[config.mk]
export PLATFORM = sky130hd
export DESIGN_NAME = oahi_ctrl
export DESIGN_NICKNAME = d
export VERILOG_FILES = /design/src/design/oahi_pkg.sv /design/src/design/oahi_ctrl.sv
export SDC_FILE = /design/constraint.sdc
export NUM_CORES = 1
export LEC_CHECK = 0
export ABC_CLOCK_PERIOD_IN_PS = 3700
export BUFFER_PORTS_ARGS = -buffer_cell sky130_fd_sc_hd__buf_4
export CORE_AREA = 2 2 39 41
export DETAILED_ROUTE_END_ITERATION = 6
export DIE_AREA = 0 0 41 43
export PLACE_DENSITY_LB_ADDON = 0.3
export SETUP_SLACK_MARGIN = 0.3
export SLEW_MARGIN = 20
export SYNTH_ARGS = -nofsm -noshare
export SYNTH_HDL_FRONTEND = slang
export SYNTH_SLANG_ARGS = --single-unit
[constraint.sdc]
create_clock -name clk -period 3.7 [get_ports clk]
set_clock_uncertainty 0.2 [all_clocks]
set_input_delay 0.555 -clock clk [delete_from_list [all_inputs] [get_ports clk]]
set_output_delay 0.555 -clock clk [all_outputs]
set_load 0.005 [all_outputs]
[src/design/oahi_pkg.sv]
// ----------------------------------------------------------------------------
// oahi_pkg
// Types, codes and constants of the open-addressing hash insert unit.
// ----------------------------------------------------------------------------
`default_nettype none

package oahi_pkg;

  localparam int TABLE_DEPTH_DEF = 1024;
  localparam int KEY_W           = 31;
  localparam int SLOT_W          = 10;
  localparam int CNT_W           = 11;
  localparam int TOT_W           = 32;
  localparam int CFG_W           = 12;
  localparam int CFG_IDX_W       = 2;
  localparam int PRIME_W         = 12;

  localparam logic [CFG_IDX_W-1:0] CFG_TABLE_SIZE   = 2'd0;
  localparam logic [CFG_IDX_W-1:0] CFG_PROBE_MODE   = 2'd1;
  localparam logic [CFG_IDX_W-1:0] CFG_SECOND_PRIME = 2'd2;
  localparam logic [CFG_IDX_W-1:0] CFG_LOAD_LIMIT   = 2'd3;

  localparam logic [1:0] MODE_LINEAR    = 2'd0;
  localparam logic [1:0] MODE_QUADRATIC = 2'd1;
  localparam logic [1:0] MODE_DOUBLE    = 2'd2;

  localparam logic REQ_INSERT = 1'b0;
  localparam logic REQ_READ   = 1'b1;

  localparam logic [10:0] TABLE_SIZE_RST   = 11'd1021;
  localparam logic [1:0]  PROBE_MODE_RST   = 2'd1;
  localparam logic [11:0] SECOND_PRIME_RST = 12'd1031;
  localparam logic [10:0] LOAD_LIMIT_RST   = 11'd715;
  localparam logic [CNT_W-1:0] COUNT_MAX   = 11'd2047;

  typedef struct packed {
    logic              req_type;
    logic [KEY_W-1:0]  key;
    logic [SLOT_W-1:0] slot;
  } in_item_t;

  typedef struct packed {
    logic [SLOT_W-1:0] slot_index;
    logic [CNT_W-1:0]  probe_collisions;
    logic [TOT_W-1:0]  total_collisions;
    logic [CNT_W-1:0]  element_count;
    logic              need_rehash;
    logic              table_full;
    logic [KEY_W-1:0]  read_key;
    logic              read_valid;
  } out_item_t;

  typedef enum logic [1:0] {
    MOD_KEY_SIZE,
    MOD_KEY_PRIME,
    MOD_STEP_SIZE
  } mod_sel_t;

  typedef enum logic [3:0] {
    ST_CLEAR,
    ST_IDLE,
    ST_HASH_GO,
    ST_HASH_WAIT,
    ST_PRIME_GO,
    ST_PRIME_WAIT,
    ST_STEP_GO,
    ST_STEP_WAIT,
    ST_PROBE_RD,
    ST_PROBE_CHK,
    ST_READ_RD,
    ST_RESP
  } state_t;

  typedef struct packed {
    logic     clr_write;
    logic     req_load;
    logic     mod_start;
    mod_sel_t mod_sel;
    logic     hash_latch;
    logic     prime_latch;
    logic     step_latch;
    logic     rd_slot;
    logic     ins_write;
    logic     probe_adv;
    logic     finish;
    logic     resp_load;
  } cmd_t;

  typedef struct packed {
    logic clr_last;
    logic mod_done;
    logic req_is_read;
    logic mode_double;
    logic slot_free;
    logic probes_done;
    logic out_free;
  } status_t;

endpackage

`default_nettype wire

[src/design/oahi_ctrl.sv]
// ----------------------------------------------------------------------------
// oahi_ctrl
// Sequencer for the clearing pass, hashing, probing and result hand-off.
// ----------------------------------------------------------------------------
`default_nettype none

module oahi_ctrl (
  input  wire logic              clk,
  input  wire logic              rst_n,
  input  wire logic              in_valid,
  input  wire logic              in_req_type,
  output logic                   in_stall,
  input  wire oahi_pkg::status_t status,
  output oahi_pkg::cmd_t         cmd
);
  import oahi_pkg::*;

  state_t state_r, state_nxt;
  logic   accept;

  assign in_stall = (state_r != ST_IDLE);
  assign accept   = in_valid && !in_stall;

  always_ff @(posedge clk) begin
    if (!rst_n) begin
      state_r <= ST_CLEAR;
    end else begin
      state_r <= state_nxt;
    end
  end

  always_comb begin
    state_nxt = state_r;
    case (state_r)
      ST_CLEAR:      if (status.clr_last) state_nxt = ST_IDLE;
      ST_IDLE: begin
        if (accept) begin
          state_nxt = (in_req_type == REQ_READ) ? ST_READ_RD : ST_HASH_GO;
        end
      end
      ST_HASH_GO:    state_nxt = ST_HASH_WAIT;
      ST_HASH_WAIT: begin
        if (status.mod_done) begin
          state_nxt = status.mode_double ? ST_PRIME_GO : ST_PROBE_RD;
        end
      end
      ST_PRIME_GO:   state_nxt = ST_PRIME_WAIT;
      ST_PRIME_WAIT: if (status.mod_done) state_nxt = ST_STEP_GO;
      ST_STEP_GO:    state_nxt = ST_STEP_WAIT;
      ST_STEP_WAIT:  if (status.mod_done) state_nxt = ST_PROBE_RD;
      ST_PROBE_RD:   state_nxt = ST_PROBE_CHK;
      ST_PROBE_CHK: begin
        if (status.slot_free || status.probes_done) begin
          state_nxt = ST_RESP;
        end else begin
          state_nxt = ST_PROBE_RD;
        end
      end
      ST_READ_RD:    state_nxt = ST_RESP;
      ST_RESP:       if (status.out_free) state_nxt = ST_IDLE;
      default:       state_nxt = ST_CLEAR;
    endcase
  end

  always_comb begin
    cmd = '0;
    cmd.mod_sel = MOD_KEY_SIZE;
    case (state_r)
      ST_CLEAR: cmd.clr_write = 1'b1;
      ST_IDLE:  cmd.req_load = accept;
      ST_HASH_GO: begin
        cmd.mod_start = 1'b1;
      end
      ST_HASH_WAIT: begin
        cmd.hash_latch = status.mod_done;
      end
      ST_PRIME_GO: begin
        cmd.mod_sel   = MOD_KEY_PRIME;
        cmd.mod_start = 1'b1;
      end
      ST_PRIME_WAIT: begin
        cmd.mod_sel     = MOD_KEY_PRIME;
        cmd.prime_latch = status.mod_done;
      end
      ST_STEP_GO: begin
        cmd.mod_sel   = MOD_STEP_SIZE;
        cmd.mod_start = 1'b1;
      end
      ST_STEP_WAIT: begin
        cmd.mod_sel    = MOD_STEP_SIZE;
        cmd.step_latch = status.mod_done;
      end
      ST_PROBE_RD: ;
      ST_PROBE_CHK: begin
        // A free slot ends the search; otherwise step on, and give up after
        // a full lap of probes.
        if (status.slot_free) begin
          cmd.ins_write = 1'b1;
          cmd.finish    = 1'b1;
        end else begin
          cmd.probe_adv = 1'b1;
          cmd.finish    = status.probes_done;
        end
      end
      ST_READ_RD: cmd.rd_slot = 1'b1;
      ST_RESP: begin
        cmd.rd_slot   = 1'b1;
        cmd.resp_load = status.out_free;
      end
      default: ;
    endcase
  end

endmodule

`default_nettype wire

Word level (Yosys, flattened, before mapping):

Cells that the tools add are included.

* multiplexer cells: 23
* equality and inequality tests: 18
* reduce and logical (&&, ||, !) cells: 9

Operator list (count)
* one-hot mux 4 bit (12 select lines): 1
* 2-to-1 mux 4 bit: 8
* equality test 4 x 3 -> 1 bit (second input constant): 4
* equality test 4 bit (second input constant): 4
* != test 2 bit (second input constant): 6
* 2-to-1 mux 1 bit: 11
* equality test 4 x 2 -> 1 bit (second input constant): 2
* AND reduction 6 bit: 1
* OR reduction 2 bit: 3
* equality test 4 x 1 -> 1 bit (second input constant): 1
* logical NOT 4 bit: 1
* != test 4 x 1 -> 1 bit (second input constant): 1
* one-hot mux 2 bit (2 select lines): 1
* 2-to-1 mux 3 bit: 1
* OR reduction 3 bit: 1
* 2-to-1 mux 2 bit: 1
* logical AND 1 bit: 1
* logical NOT 1 bit: 1
* logical OR 1 bit: 1

* input bits: 11
* flip-flop bits (word level): 4
* output and inout port bits: 14

Logic depth before layout (Yosys ltp):

* depth after elaboration: 5
* depth in mapped cells: 5
* depth with buffers taken out: 4

Least setup slack after synthesis:

Ideal clock, no wire load.

* path type: register to output
* from: register state_r[1]
* to: output port cmd[0] (netlist bit)
* cell stages (with the launch flop): 5
* setup slack: 1.994 ns
* data required time: 2.945 ns
* arrival: 0.951 ns
* path through: dfxtp_1 buf_4 inv_2 nor2_1 and3_1

RTL lines
* start: declaration: line oahi_ctrl.sv:18 `state_t state_r, state_nxt;`
* start signal: assignment: line oahi_ctrl.sv:28 `state_r <= state_nxt;`
* end: declaration: line oahi_ctrl.sv:14 `output oahi_pkg::cmd_t cmd`

==> metrics.txt <==
Data arrival, critical path=1.52 ns; syn_area_per_cell=6.95 sq um; area grow syn2layout=42.9%; Mapped Area=452 sq um; WS Path Type=flip-flop to output pin; post-route ant nets=0; number of global-route vias before repair=454; reg-to-reg startpoint=state_r[0]$_SDFFE_PN0P_; slew of the pin with the lowest slew margin=roughly 0.5 ns; sequential share of power=30.5%; Top Ports=25; total congestion overflow=0; top cells by area, synth=dfxtp_1 (18%), nor2_1 (6.6%), and3_1 (5.5%), o21ai_1 (5.5%), and2_1 (4.2%); Comb power frac=roughly 55%; max-slew violation count=0; Crit path buffers/inverters=2; clock share of power=~14%; Worst VDD drop=around 0.4 mV; CTS root buffer=clkbuf_4; first-pass GRT wire length=slightly below 2 mm; Setup crit end kind=output pin; Worst path slowest cell=dfxtp_1; Post-Syn Instances=65; count leader, synth=nor2_1; pin count of the biggest net entering global routing=18; setup bufs post-CTS=0; met2 wire length=560 um; Setup-failing EPs final=0; Synth top cells by count=nor2_1 (8), o21ai_1 (5), and3_1 (4), dfxtp_1 (4), nand2_1 (4); biggest regs=state_r: 4 flops; Clock Latency Late Sink=~0.23 ns; r2r endpoint=state_r[0]$_SDFFE_PN0P_; Placed Cells=100; wire length per cell=12.0 um; fraction of the cycle the final worst path needs=61.5%; Avg Vias per Cell=about 5.2; Net Sw Frac=between 40% and 50%; Psw=163 uW; DR pass1 iterations=4; Startpoint Class=flip-flop; share of async-settable or async-resettable flops after synthesis=0%; Fin. Hold Viols=0; Most flops, register=state_r; post-synth cell types=33; # fillers=142; Int Power=205 uW; Rows=14; critical path, cell by cell=inv_2 -> nor2_1 -> and3_1 -> buf_4; die area=about 0.0018 sq mm; status=finished, final reports clean; Pwr Density=569 mW/mm^2; DR vias=538; Initial Util=between 30 and 40%; Yosys Warn Count=0; DRC=0; Worst-path clk slew=about 0.040 ns; initial antenna violation count=0; Detailed Place HPWL=approximately 930 um; TritonCTS Buffers=3; die height=43 um; RSZ-0062 raised after global routing=no; Layout Nets=100; Max Cap Viol=0; Total GRT Usage=15.9%; Initial DRC Count=9; post-synth top area share=17.7%; hold crit path type=input port to flip-flop; clock tree sinks=4; routability congestion estimate=between 0.8 and 0.9; Worst Setup EP=cmd[0]; DRT Wirelength=roughly 1.2 mm; TritonCTS clock tree=done; post-synthesis sequential area ratio=17.7%; CP startpoint=state_r[1]$_SDFFE_PN0P_; setup tns final=0 ns; CP max FO=13; met3 wire length=roughly 79 um; Clock Tree Buf Depth=2; Core ar.=0.00138 sq mm; fraction of layout cells with a size suffix above 1=a little under two fifths; ANT cells=0; Cell Count, Final, Fillers Out=103; DR top layer=met3; CTS Hold Bufs=0; Metal-1 WL=600 um; Post-CTS Resized=0; slew margin rel.=~67%; H-tree Lvls=1; Die X=41 um; register-to-register setup slack=1.85 ns; cells on worst reg2reg path=4; count of buffers from port buffering=23; Mapped Nets=76; LEAKAGE=approximately 0.00031 uW; commonest register cell after synthesis=dfxtp_1; minimum clock period=2.28 ns; Post-synth EDFFs=0; delay-heaviest family, CP=flip-flops; Stages on worst setup path=4; Synth area leader=dfxtp_1; worst path required time=2.94 ns; max incr delay on CP=0.62 ns; register bit total from synthesis=4; max reg flops=4; fmax=0.439 GHz
[stage by stage]
stage | hold WS [ns] | power [uW] | area [sq um] | worst slack [ns] | util (%)
6_report | 0.361 | 367 | 646 | 1.42 | 46.7
5_1_grt | 0.352 | 402 | 646 | 1.29 | 46.7
4_1_cts | 0.352 | 372 | 646 | 1.40 | 46.7
3_5_place_dp | 0.489 | 317 | 623 | 1.64 | 45.0
3_3_place_gp | 0.495 | 315 | 623 | 1.65 | 45.0
2_1_floorplan | 0.453 | 240 | 452 | 1.99 | -
[final cells by class]
| type | count | area (sq um) | share of cell area (%) |
|---|---|---|---|
| Multi-Input combinational cell | 54 | 339 | 52.5 |
| Timing Repair Buffer | 23 | 173 | 26.7 |
| Inverter | 3 | 11.3 | 1.74 |
| Tap cell | 16 | 20.0 | 3.10 |
| Clock buffer | 3 | 22.5 | 3.49 |
| Sequential cell | 4 | 80.1 | 12.4 |
[worst min path at each step]
stage	to	from	cells past startpoint	slack [ns]
after detailed placement	state_r[2]$_SDFFE_PN0P_	state_r[2]$_SDFFE_PN0P_	2	0.49
after global routing	state_r[3]$_SDFFE_PN0P_	status[0]	2	0.35
after floorplan	state_r[1]$_SDFFE_PN0P_	state_r[0]$_SDFFE_PN0P_	3	0.45
final	state_r[3]$_SDFFE_PN0P_	status[0]	2	0.36
after CTS	state_r[3]$_SDFFE_PN0P_	status[0]	2	0.35
after global placement	state_r[2]$_SDFFE_PN0P_	state_r[2]$_SDFFE_PN0P_	2	0.50
[layout by cell type, fill, tap and decap left out, types with 2 or more instances in the layout]
master    netlist  layout
a21oi_1         2       2
o21ai_1         5       5
nor3b_1         2       2
nand2_1         4       4
nand4_1         2       2
buf_4           1      23
dfxtp_1         4       4
nor2b_1         3       3
nor2_1          8       8
nand3_1         2       2
and3_1          4       4
clkbuf_4        0       3
and2_1          3       3
nor3_1          3       3
inv_1           2       2
[kinds of logic after synthesis]
group | count (synthesis) | share of synthesized area, %
simple gates | 37 | 47.9
flops | 4 | 17.7
buf+inv | 7 | 7.20
compound gates | 15 | 22.4
mux | 2 | 4.71
[power groups by stage]
stage,Clock (uW),Combinational [uW],Sequential [uW]
2_1_floorplan,0,169,71.7
3_3_place_gp,0,202,113
3_5_place_dp,0,205,113
4_1_cts,55.4,205,112
5_1_grt,58.7,225,119
6_report,52.6,203,112
[metal layers]
metal	track usage, %	vias to the layer above
li1	-	284
met1	23.9	234
met2	21.6	20
met3	3.14	0
met4	6.00	0
met5	0	-
(Power assumes the default switching activity.)
